File: config.mk
export PLATFORM = sky130hd
export DESIGN_NAME = integer_matrix_multiply
export DESIGN_NICKNAME = d
export VERILOG_FILES = /design/src/design/imm_pkg.sv /design/src/design/imm_ram.sv /design/src/design/imm_seq.sv /design/src/design/imm_mac.sv /design/src/design/integer_matrix_multiply.sv
export SDC_FILE = /design/constraint.sdc
export NUM_CORES = 2
export LEC_CHECK = 0
export ABC_CLOCK_PERIOD_IN_PS = 6800
export BUFFER_PORTS_ARGS = -buffer_cell sky130_fd_sc_hd__buf_2
export CAP_MARGIN = 20
export CORE_AREA = 3 3 421 423
export CTS_BUF_LIST = sky130_fd_sc_hd__clkbuf_4 sky130_fd_sc_hd__clkbuf_8
export CTS_CLUSTER_DIAMETER = 200
export DETAILED_ROUTE_END_ITERATION = 10
export DIE_AREA = 0 0 424 426
export GPL_TIMING_DRIVEN = 1
export PLACE_DENSITY_LB_ADDON = 0.25
export REMOVE_ABC_BUFFERS = 1
export SLEW_MARGIN = 20
export SYNTH_ARGS = -nofsm -noshare
export SYNTH_HDL_FRONTEND = slang
export SYNTH_SLANG_ARGS = --single-unit
File: constraint.sdc
create_clock -name clk -period 6.8 [get_ports clk]
set_input_delay 1.02 -clock clk [delete_from_list [all_inputs] [get_ports clk]]
set_output_delay 1.02 -clock clk [all_outputs]
set_load 0.005 [all_outputs]
File: src/design/imm_pkg.sv
// ----------------------------------------------------------------------------
// imm_pkg
// Shared types, constants and helpers for the integer matrix multiplier.
// ----------------------------------------------------------------------------
package imm_pkg;

  localparam int MAX_DIM   = 8;
  localparam int ELEM_BITS = 16;
  localparam int SUM_BITS  = 35;
  localparam int IN_BITS   = 16;
  localparam int IDX_BITS  = 3;
  localparam int DIM_BITS  = 4;
  localparam int CMD_BITS  = 2;
  localparam int CFG_BITS  = 2;
  localparam int PROD_BITS = 2 * ELEM_BITS;
  localparam int DEPTH     = MAX_DIM * MAX_DIM;
  localparam int ADDR_BITS = (DEPTH > 1) ? $clog2(DEPTH) : 1;

  typedef enum logic [CMD_BITS-1:0] {
    CMD_WRITE_A = 2'd0,
    CMD_WRITE_B = 2'd1,
    CMD_COMPUTE = 2'd2
  } cmd_t;

  typedef enum logic [CFG_BITS-1:0] {
    REG_ROWS_A    = 2'd0,
    REG_INNER_DIM = 2'd1,
    REG_COLS_B    = 2'd2
  } cfg_reg_t;

  typedef enum logic {
    ST_IDLE,
    ST_RUN
  } state_t;

  // Tag that travels with each multiply-accumulate beat
  typedef struct packed {
    logic                first;
    logic                dot_end;
    logic                last;
    logic [IDX_BITS-1:0] row;
    logic [IDX_BITS-1:0] col;
  } mac_tag_t;

  function automatic logic [DIM_BITS-1:0] clamp_dim(input logic [DIM_BITS-1:0] v);
    logic [DIM_BITS-1:0] r;
    r = v;
    if (v == '0) begin
      r = DIM_BITS'(1);
    end else if (v > DIM_BITS'(MAX_DIM)) begin
      r = DIM_BITS'(MAX_DIM);
    end
    return r;
  endfunction

  function automatic logic [ADDR_BITS-1:0] elem_addr(input logic [IDX_BITS-1:0] r,
                                                     input logic [IDX_BITS-1:0] c);
    return ADDR_BITS'(int'(r) * MAX_DIM + int'(c));
  endfunction

endpackage

File: src/design/imm_ram.sv
// ----------------------------------------------------------------------------
// imm_ram
// Generic single-write, single-read RAM with registered read data.
// ----------------------------------------------------------------------------
module imm_ram #(
  parameter int WIDTH = 16,
  parameter int DEPTH = 64
) (
  input  logic                                   clk,
  input  logic                                   we,
  input  logic [(DEPTH > 1 ? $clog2(DEPTH) : 1)-1:0] waddr,
  input  logic [WIDTH-1:0]                       wdata,
  input  logic [(DEPTH > 1 ? $clog2(DEPTH) : 1)-1:0] raddr,
  output logic [WIDTH-1:0]                       rdata
);

  logic [WIDTH-1:0] mem [DEPTH];

  always_ff @(posedge clk) begin
    if (we) begin
      mem[waddr] <= wdata;
    end
    rdata <= mem[raddr];
  end

endmodule

File: src/design/imm_seq.sv
// ----------------------------------------------------------------------------
// imm_seq
// Sequencer: walks row, column and inner index and issues one read pair
// per cycle to the element stores.
// ----------------------------------------------------------------------------
module imm_seq import imm_pkg::*; (
  input  logic                 clk,
  input  logic                 rst_n,
  input  logic                 go,
  input  logic [DIM_BITS-1:0]  ra,
  input  logic [DIM_BITS-1:0]  kd,
  input  logic [DIM_BITS-1:0]  cb,
  output logic                 running,
  output logic                 issue_valid,
  output mac_tag_t             issue_tag,
  output logic [ADDR_BITS-1:0] addr_a,
  output logic [ADDR_BITS-1:0] addr_b
);

  state_t              state_r, state_nxt;
  logic [IDX_BITS-1:0] i_r, i_nxt;
  logic [IDX_BITS-1:0] j_r, j_nxt;
  logic [IDX_BITS-1:0] k_r, k_nxt;
  logic                i_end, j_end, k_end;

  always_ff @(posedge clk) begin
    if (!rst_n) begin
      state_r <= ST_IDLE;
      i_r     <= '0;
      j_r     <= '0;
      k_r     <= '0;
    end else begin
      state_r <= state_nxt;
      i_r     <= i_nxt;
      j_r     <= j_nxt;
      k_r     <= k_nxt;
    end
  end

  assign i_end = ({1'b0, i_r} == ra - DIM_BITS'(1));
  assign j_end = ({1'b0, j_r} == cb - DIM_BITS'(1));
  assign k_end = ({1'b0, k_r} == kd - DIM_BITS'(1));

  assign addr_a            = elem_addr(i_r, k_r);
  assign addr_b            = elem_addr(k_r, j_r);
  assign issue_tag.first   = (k_r == '0);
  assign issue_tag.dot_end = k_end;
  assign issue_tag.last    = k_end && j_end && i_end;
  assign issue_tag.row     = i_r;
  assign issue_tag.col     = j_r;
  assign running           = (state_r == ST_RUN);

  always_comb begin
    state_nxt   = state_r;
    i_nxt       = i_r;
    j_nxt       = j_r;
    k_nxt       = k_r;
    issue_valid = 1'b0;
    case (state_r)
      ST_IDLE: begin
        if (go) begin
          i_nxt     = '0;
          j_nxt     = '0;
          k_nxt     = '0;
          state_nxt = ST_RUN;
        end
      end
      ST_RUN: begin
        issue_valid = 1'b1;
        if (k_end) begin
          k_nxt = '0;
          if (j_end) begin
            j_nxt = '0;
            if (i_end) begin
              state_nxt = ST_IDLE;
            end else begin
              i_nxt = i_r + IDX_BITS'(1);
            end
          end else begin
            j_nxt = j_r + IDX_BITS'(1);
          end
        end else begin
          k_nxt = k_r + IDX_BITS'(1);
        end
      end
      default: begin
        state_nxt = ST_IDLE;
      end
    endcase
  end

endmodule

File: src/design/imm_mac.sv
// ----------------------------------------------------------------------------
// imm_mac
// Shared multiply-accumulate unit: registered product, running sum and
// result strobe.
// ----------------------------------------------------------------------------
module imm_mac import imm_pkg::*; (
  input  logic                        clk,
  input  logic                        rst_n,
  input  logic                        issue_valid,
  input  mac_tag_t                    issue_tag,
  input  logic signed [ELEM_BITS-1:0] a_data,
  input  logic signed [ELEM_BITS-1:0] b_data,
  output logic                        pipe_busy,
  output logic                        out_valid,
  output logic [IDX_BITS-1:0]         out_row,
  output logic [IDX_BITS-1:0]         out_col,
  output logic signed [SUM_BITS-1:0]  out_product_sum,
  output logic                        out_last
);

  logic                        s1_v_r;
  mac_tag_t                    s1_tag_r;
  logic                        s2_v_r;
  mac_tag_t                    s2_tag_r;
  logic signed [PROD_BITS-1:0] prod_r;
  logic signed [SUM_BITS-1:0]  acc_r;
  logic signed [SUM_BITS-1:0]  acc_nxt;
  logic                        out_valid_r;
  logic                        out_last_r;
  logic [IDX_BITS-1:0]         out_row_r;
  logic [IDX_BITS-1:0]         out_col_r;
  logic signed [SUM_BITS-1:0]  out_sum_r;

  assign acc_nxt = (s2_tag_r.first ? SUM_BITS'(0) : acc_r) + SUM_BITS'(prod_r);

  always_ff @(posedge clk) begin
    if (!rst_n) begin
      s1_v_r      <= 1'b0;
      s2_v_r      <= 1'b0;
      out_valid_r <= 1'b0;
      out_last_r  <= 1'b0;
    end else begin
      s1_v_r      <= issue_valid;
      s2_v_r      <= s1_v_r;
      out_valid_r <= s2_v_r && s2_tag_r.dot_end;
      out_last_r  <= s2_v_r && s2_tag_r.dot_end && s2_tag_r.last;
    end
  end

  always_ff @(posedge clk) begin
    s1_tag_r <= issue_tag;
    s2_tag_r <= s1_tag_r;
    prod_r   <= a_data * b_data;
    if (s2_v_r) begin
      acc_r <= acc_nxt;
    end
    if (s2_v_r && s2_tag_r.dot_end) begin
      out_row_r <= s2_tag_r.row;
      out_col_r <= s2_tag_r.col;
      out_sum_r <= acc_nxt;
    end
  end

  assign pipe_busy       = s1_v_r || s2_v_r;
  assign out_valid       = out_valid_r;
  assign out_last        = out_last_r;
  assign out_row         = out_row_r;
  assign out_col         = out_col_r;
  assign out_product_sum = out_sum_r;

endmodule

File: src/design/integer_matrix_multiply.sv
// ----------------------------------------------------------------------------
// integer_matrix_multiply
// Signed integer matrix multiply C = A * B over indexed element stores.
// ----------------------------------------------------------------------------
// An element write leaves busy low, so writes may arrive every cycle. A
// compute command holds busy high while the sequencer runs and the
// multiplier pipeline drains: one shared multiplier and one read port per
// element store give one multiply-accumulate per cycle. Results come out
// in row-major order, each on out_valid for one cycle only; the receiver
// must take every beat as it comes. Configuration writes are always taken
// (cfg_ready high) and the user must keep them to idle periods; the block
// itself does not enforce this.
module integer_matrix_multiply import imm_pkg::*; (
  input  logic                        clk,
  input  logic                        rst_n,
  input  logic                        start,
  output logic                        busy,
  input  logic [CMD_BITS-1:0]         in_command,
  input  logic [IDX_BITS-1:0]         in_row,
  input  logic [IDX_BITS-1:0]         in_col,
  input  logic signed [IN_BITS-1:0]   in_element,
  output logic                        out_valid,
  output logic [IDX_BITS-1:0]         out_row,
  output logic [IDX_BITS-1:0]         out_col,
  output logic signed [SUM_BITS-1:0]  out_product_sum,
  output logic                        out_last,
  input  logic                        cfg_valid,
  output logic                        cfg_ready,
  input  logic [CFG_BITS-1:0]         cfg_index,
  input  logic [DIM_BITS-1:0]         cfg_data
);

  logic [DIM_BITS-1:0]         rows_a_r;
  logic [DIM_BITS-1:0]         inner_dim_r;
  logic [DIM_BITS-1:0]         cols_b_r;
  logic [DIM_BITS-1:0]         ra, kd, cb;
  logic                        accept;
  logic                        we_a, we_b, go;
  logic [ADDR_BITS-1:0]        waddr;
  logic signed [ELEM_BITS-1:0] wdata;
  logic                        running;
  logic                        pipe_busy;
  logic                        issue_valid;
  mac_tag_t                    issue_tag;
  logic [ADDR_BITS-1:0]        addr_a, addr_b;
  logic signed [ELEM_BITS-1:0] a_data, b_data;

  assign cfg_ready = 1'b1;

  always_ff @(posedge clk) begin
    if (!rst_n) begin
      rows_a_r    <= DIM_BITS'(MAX_DIM);
      inner_dim_r <= DIM_BITS'(MAX_DIM);
      cols_b_r    <= DIM_BITS'(MAX_DIM);
    end else if (cfg_valid && cfg_ready) begin
      case (cfg_reg_t'(cfg_index))
        REG_ROWS_A:    rows_a_r    <= cfg_data;
        REG_INNER_DIM: inner_dim_r <= cfg_data;
        REG_COLS_B:    cols_b_r    <= cfg_data;
        default: begin
        end
      endcase
    end
  end

  assign ra = clamp_dim(rows_a_r);
  assign kd = clamp_dim(inner_dim_r);
  assign cb = clamp_dim(cols_b_r);

  assign busy   = running || pipe_busy;
  assign accept = start && !busy;
  assign waddr  = elem_addr(in_row, in_col);
  assign wdata  = ELEM_BITS'(in_element);

  always_comb begin
    we_a = 1'b0;
    we_b = 1'b0;
    go   = 1'b0;
    case (cmd_t'(in_command))
      CMD_WRITE_A: we_a = accept && ({1'b0, in_row} < ra) && ({1'b0, in_col} < kd);
      CMD_WRITE_B: we_b = accept && ({1'b0, in_row} < kd) && ({1'b0, in_col} < cb);
      CMD_COMPUTE: go   = accept;
      default: begin
      end
    endcase
  end

  imm_ram #(.WIDTH(ELEM_BITS), .DEPTH(DEPTH)) u_store_a (
    .clk   (clk),
    .we    (we_a),
    .waddr (waddr),
    .wdata (wdata),
    .raddr (addr_a),
    .rdata (a_data)
  );

  imm_ram #(.WIDTH(ELEM_BITS), .DEPTH(DEPTH)) u_store_b (
    .clk   (clk),
    .we    (we_b),
    .waddr (waddr),
    .wdata (wdata),
    .raddr (addr_b),
    .rdata (b_data)
  );

  imm_seq u_seq (
    .clk         (clk),
    .rst_n       (rst_n),
    .go          (go),
    .ra          (ra),
    .kd          (kd),
    .cb          (cb),
    .running     (running),
    .issue_valid (issue_valid),
    .issue_tag   (issue_tag),
    .addr_a      (addr_a),
    .addr_b      (addr_b)
  );

  imm_mac u_mac (
    .clk             (clk),
    .rst_n           (rst_n),
    .issue_valid     (issue_valid),
    .issue_tag       (issue_tag),
    .a_data          (a_data),
    .b_data          (b_data),
    .pipe_busy       (pipe_busy),
    .out_valid       (out_valid),
    .out_row         (out_row),
    .out_col         (out_col),
    .out_product_sum (out_product_sum),
    .out_last        (out_last)
  );

endmodule

; Yosys cells after proc, flatten, opt, wreduce, memory -nomap -nowiden
; Memories as Yosys holds them, arrays and structs flattened. A register that Yosys moved wholly into a read port is not among the register bits.
; Cells that the tools add are included.
[classes]
add_sub_neg = 10
mul = 1
order_cmp = 7
n_eq_ne = 11
mux = 30
bitwise = 1
n_reduce_logical = 23
[op_table]
columns = op, count
row1 = $add A35 B32 Y35, 1
row2 = $mux W35, 1
row3 = $mul A16 B16 Y32, 1
row4 = $mux W4, 6
row5 = $mux W3, 7
row6 = $add A6 B3 Y6, 3
row7 = $pmux W3 S2, 3
row8 = $lt A3 B4 Y1, 4
row9 = $eq A3 B4 Y1, 3
row10 = $gt A4 B4 Y1 const B, 3
row11 = $logic_not A4 Y1, 3
row12 = $mux W1, 12
row13 = $sub A4 B1 Y4 const B, 3
row14 = $add A3 B1 Y3 const B, 3
row15 = $logic_and A1 B1 Y1, 9
row16 = $ne A2 B2 Y1 const B, 4
row17 = $reduce_and A2 Y1, 4
row18 = $eq A2 B1 Y1 const B, 2
row19 = $eq A2 B2 Y1 const B, 2
row20 = $logic_not A2 Y1, 2
row21 = $reduce_and A4 Y1, 1
row22 = $logic_not A3 Y1, 1
row23 = $logic_or A1 B1 Y1, 2
row24 = $pmux W1 S2, 1
row25 = 2 further kinds, 2
[totals]
reg_bits = 152
ramBits = 2048
in_bits = 34
output_inout_bits = 45
elab_cells = 111
mem_count = 2
[mem_list]
columns = memory, words, width, rd, rd_ports_with_merged_regs, wr, line
row1 = u_store_a.mem, 64, 16, 1, 1, 1, imm_ram.sv:17  ; logic [WIDTH-1:0] mem [DEPTH];
row2 = u_store_b.mem, 64, 16, 1, 1, 1, imm_ram.sv:17

; Longest topological paths before layout
[depth]
depth_word = 9
depth_mapped = 23
mapped_depth_nobuf = 22

; Cells and area by module
; A second synthesis with hierarchy kept.
[unflattened]
cells_unflattened = 5401
area_unflattened_um2 = 97139.4
[modules_own_cells]
columns = mod, n_inst, cells_each, area_each_um2, seq_area_each_um2
row1 = imm_ram, 2, 1829, 40042.2, 31069.8
row2 = imm_mac, 1, 1534, 15308.4, 3363.2
row3 = imm_seq, 1, 114, 923.4, 200.2
row4 = integer_matrix_multiply, 1, 95, 823.3, 240.2

; Least setup slack after synthesis
; Ideal clock, no wire load.
[synth_timing]
path_kind = register to register
startpoint = register u_store_a.rdata[15] (read register of u_store_a.mem)
endpoint = register u_mac.prod_r[30]
t_arrival_ns = 5.756
slack_ns = 0.924
path_stages_with_launch = 19
path_buffers = 1
path_cell_list = dfxtp_1 clkbuf_1 nand2_1 inv_1 fa_1 fa_1 fa_1 fa_1 fa_1 inv_1 fa_1 inv_1 ha_1 and4_1 a221o_1 or2_0 o221ai_1 a2111oi_0 a211o_1
[synth_via]
elab_chain_len = 1
[synth_lines]
columns = item, line
row1 = start: declaration, imm_ram.sv:14  ; output logic [WIDTH-1:0] rdata
row2 = $mul A16 B16 Y32, imm_mac.sv:53  ; prod_r <= a_data * b_data;
row3 = end signal: assignment, imm_mac.sv:53
row4 = end: declaration, imm_mac.sv:25  ; logic signed [PROD_BITS-1:0] prod_r;
; No other way between the ends.
; A chain may end at the register's enable or synchronous reset.

; Final worst setup path
[layout_timing]
startpoint = register u_store_a.rdata[13] (read register of u_store_a.mem)
endpoint = register u_mac.prod_r[22]
; The elaborated chain is that of the path after synthesis.

==> impl_metrics.json <==
{
  "outcome": "completed",
  "area_growth_pct": 11.4,
  "cts_tree": "yes",
  "cts_setup_buffers": 0,
  "layout.cells.most_common": "edfxtp_1",
  "start_util_pct": 54.8,
  "antenna_found_initial": 16,
  "num_rows": 153,
  "synth_area_mm2": 0.0953,
  "cts_made_buffers": 367,
  "grt_max_degree": 144,
  "ys.flop_type": "edfxtp_1",
  "synthArstFlopShare_pct": 0,
  "core-area_mm2": 0.174,
  "mostFrequentLayoutCells": "edfxtp_1, mux4_2, clkbuf_8",
  "totalNegativeSetupSlack_ns": 0,
  "placed_cell_area_mm2": 0.0992,
  "wl_per_cell_um": 27.9,
  "critPathMostFrequentCell": "fa_1",
  "ys_seq_area_share_pct": 69.2,
  "slew_headroom_pct": 29.7,
  "finalHoldViolCount": 0,
  "finalSetupViolations": 0,
  "cts_buffer_depth": 4,
  "io_buffers": 77,
  "worstHoldPathType": "primary input to register",
  "die_h_um": 426,
  "nets": 5597,
  "gp_congestion": 0.854,
  "p_int_uw": 26700,
  "skew_ns": 0.102,
  "fmax_mhz": 156,
  "cpPeakStageDelay_ns": 0.81,
  "synthSimpleGateAreaFrac_pct": 3.36,
  "synth_compound_area_share_pct": 1.37,
  "hpwlAfterDp_mm": 130,
  "design_area_mm2": 0.106,
  "ys_ff_latch": 2232,
  "muxShareOfSynthArea_pct": 16.0,
  "rsz0062_at_grt": "no",
  "r2r_slack_ns": 0.39,
  "grt_pass1_wl_mm": 322,
  "drive_above_1_share_pct": 28.1,
  "cp_max_fo": 16,
  "clock_sinks": 2232,
  "drv_slew": 0,
  "drv_cap": 0,
  "fin_crit_sh_pct": 94.3,
  "ios": 79,
  "synth_top_family_by_area": "multiplexers",
  "path_clk_slew_ns": 0.06,
  "crit_type": "register to register",
  "power_frac_seq_pct": 40.4,
  "cp_slowest_cell": "dfxtp_1",
  "required_ns": 7.70,
  "min_from": "cfg_data[3]",
  "yosys_warnings": 0,
  "worst_slew_pin_slew_ns": 1.05,
  "pwr-share-comb_pct": 30.7,
  "worstPathCellList": "nand2_1 > fa_1 > fa_1 > fa_1 > inv_1 > fa_1 > fa_1 > inv_1 > fa_1 > inv_1 > ha_1 > o21ai_0 > a21oi_1 > o21ai_1 > nand4_1 > and2_1 > o31ai_1 > a2111oi_0 > a211o_1",
  "timing.rr.start": "u_store_a.rdata[13]$_DFF_P_",
  "drt_iter0_markers": 5068,
  "synth_xor_area_share_pct": 0.634,
  "die_area_mm2": 0.181,
  "ant_nets": 0,
  "synth_area_per_cell_um2": 20.1,
  "ir_drop_mv": 0.569,
  "arrival_ns": 7.32,
  "cp-end-kind": "register",
  "grt_pass1_vias": 48281,
  "clkLatencyLatePin_ns": 1.07,
  "htreeDepth": 5,
  "synth_edf_count": 2124,
  "p_per_area_mw_per_mm2": 363,
  "cts-root-buf": "clkbuf_8",
  "switching_power_uw": 11800,
  "drt-total-wl_mm": 216,
  "holdWs_ns": 0.244,
  "startpoint": "u_store_a.rdata[13]$_DFF_P_",
  "vias": 47236,
  "synth.distinct_cells": 69,
  "dp_cells": 7124,
  "grt-ovfl-total": 0,
  "first_pass_iters": 6,
  "clockPowerShare_pct": 28.9,
  "fp.dieW_um": 424,
  "synth_cells": 4751,
  "route.detailed.drc": 0,
  "grtUsageTotal_pct": 24.5,
  "viasPerCell": 6.08,
  "instances_no_fill": 7765,
  "startpoint_type": "register",
  "p_leak_uw": 0.0352,
  "synthAdderAreaFrac_pct": 7.24,
  "swShare_pct": 30.7,
  "finalCriticalPeriod_ns": 6.41
}
-- stage by stage --
step	total power (uW)	worst slack, ns	utilization [%]
4_1_cts	38900	0.290	61.1
3_3_place_gp	27400	0.430	57.1
3_5_place_dp	27700	0.306	57.1
2_1_floorplan	25200	-7.35	-
5_1_grt	41200	0.0354	61.1
6_report	38600	0.389	61.1
-- cell families (layout without fill, tap and decap cells) --
logic type	after synthesis	count (layout)
AOI/OAI and AO/OA	201	201
xor gates and xnor gates	69	69
adders and majority gates	394	394
buffers and inverters	513	1200
DFF	2232	2232
muxes	685	685
other	1	3
and+or+nand+nor	656	656
-- routing by layer --
metal | vias to the layer above | wire (um) | track usage, %
met5 | - | 21 | 0
met4 | 4 | 4240 | 6.17
met3 | 321 | 21000 | 5.10
met2 | 2354 | 103000 | 37.6
met1 | 24954 | 88100 | 36.4
li1 | 19603 | - | -
-- Yosys cell counts, drive strengths merged (50+ instances only) --
master	number	area, um2
ha	131	1640
clkbuf	118	443
mux4	672	15100
dfxtp	108	2160
fa	263	5270
nand2	171	642
edfxtp	2124	63800
and2	136	851
buf	92	507
a21oi	65	325
xnor2	50	438
inv	303	1140
nor2b	55	344
nor2	184	691
-- worst paths after layout --
path / to / cells after the start
min reg2reg: u_mac.s2_tag_r[2]$_DFF_P_ / 0
min: inner_dim_r[3]$_SDFFE_PN1P_ / 3
max: u_mac.prod_r[22]$_DFF_P_ / 19
max reg2reg: u_mac.prod_r[22]$_DFF_P_ / 19
-- power groups by stage --
stage | clock, uW | sequential, uW | combinational (uW)
2_1_floorplan | 0 | 15900 | 9330
3_3_place_gp | 0 | 15900 | 11600
3_5_place_dp | 0 | 15900 | 11900
4_1_cts | 11400 | 15600 | 11900
5_1_grt | 12000 | 15600 | 13700
6_report | 11100 | 15600 | 11900
-- final cells by class --
class,count,area [um2]
antenna,2,5.00
clock buffer,512,6270
clock inverter,126,667
fill,12284,67600
inverter,303,1140
multi-input combinational,2006,27300
sequential,2232,66000
tap,2325,2910
timing repair buffer,259,1890
-- timing repair --
action,in CTS,in global routing
hold endpoints to repair,0,0
gates resized for setup,0,14
hold buffers,0,0
setup endpoints to repair,0,3
-- worst max-delay path, delay by kind of cell (launching register included) --
kind            cells  cell delay, ns
compound gates      6            1.21
fa+ha+maj           7            3.42
buf+inv             3            0.15
flops               1            0.81
simple gates        3            0.66
-- sequential cells by signal (all words and copies together) (netlist names), 4 cells and up --
name,count
u_mac.acc_r,35
u_mac.s1_tag_r,9
cols_b_r,4
rows_a_r,4
u_store_a.rdata,16
u_store_b.mem,1024
u_store_b.rdata,16
u_mac.s2_tag_r,9
inner_dim_r,4
u_mac.out_product_sum,35
u_store_a.mem,1024
u_mac.prod_r,32
Note: power is estimated with default switching activity, not from simulation.
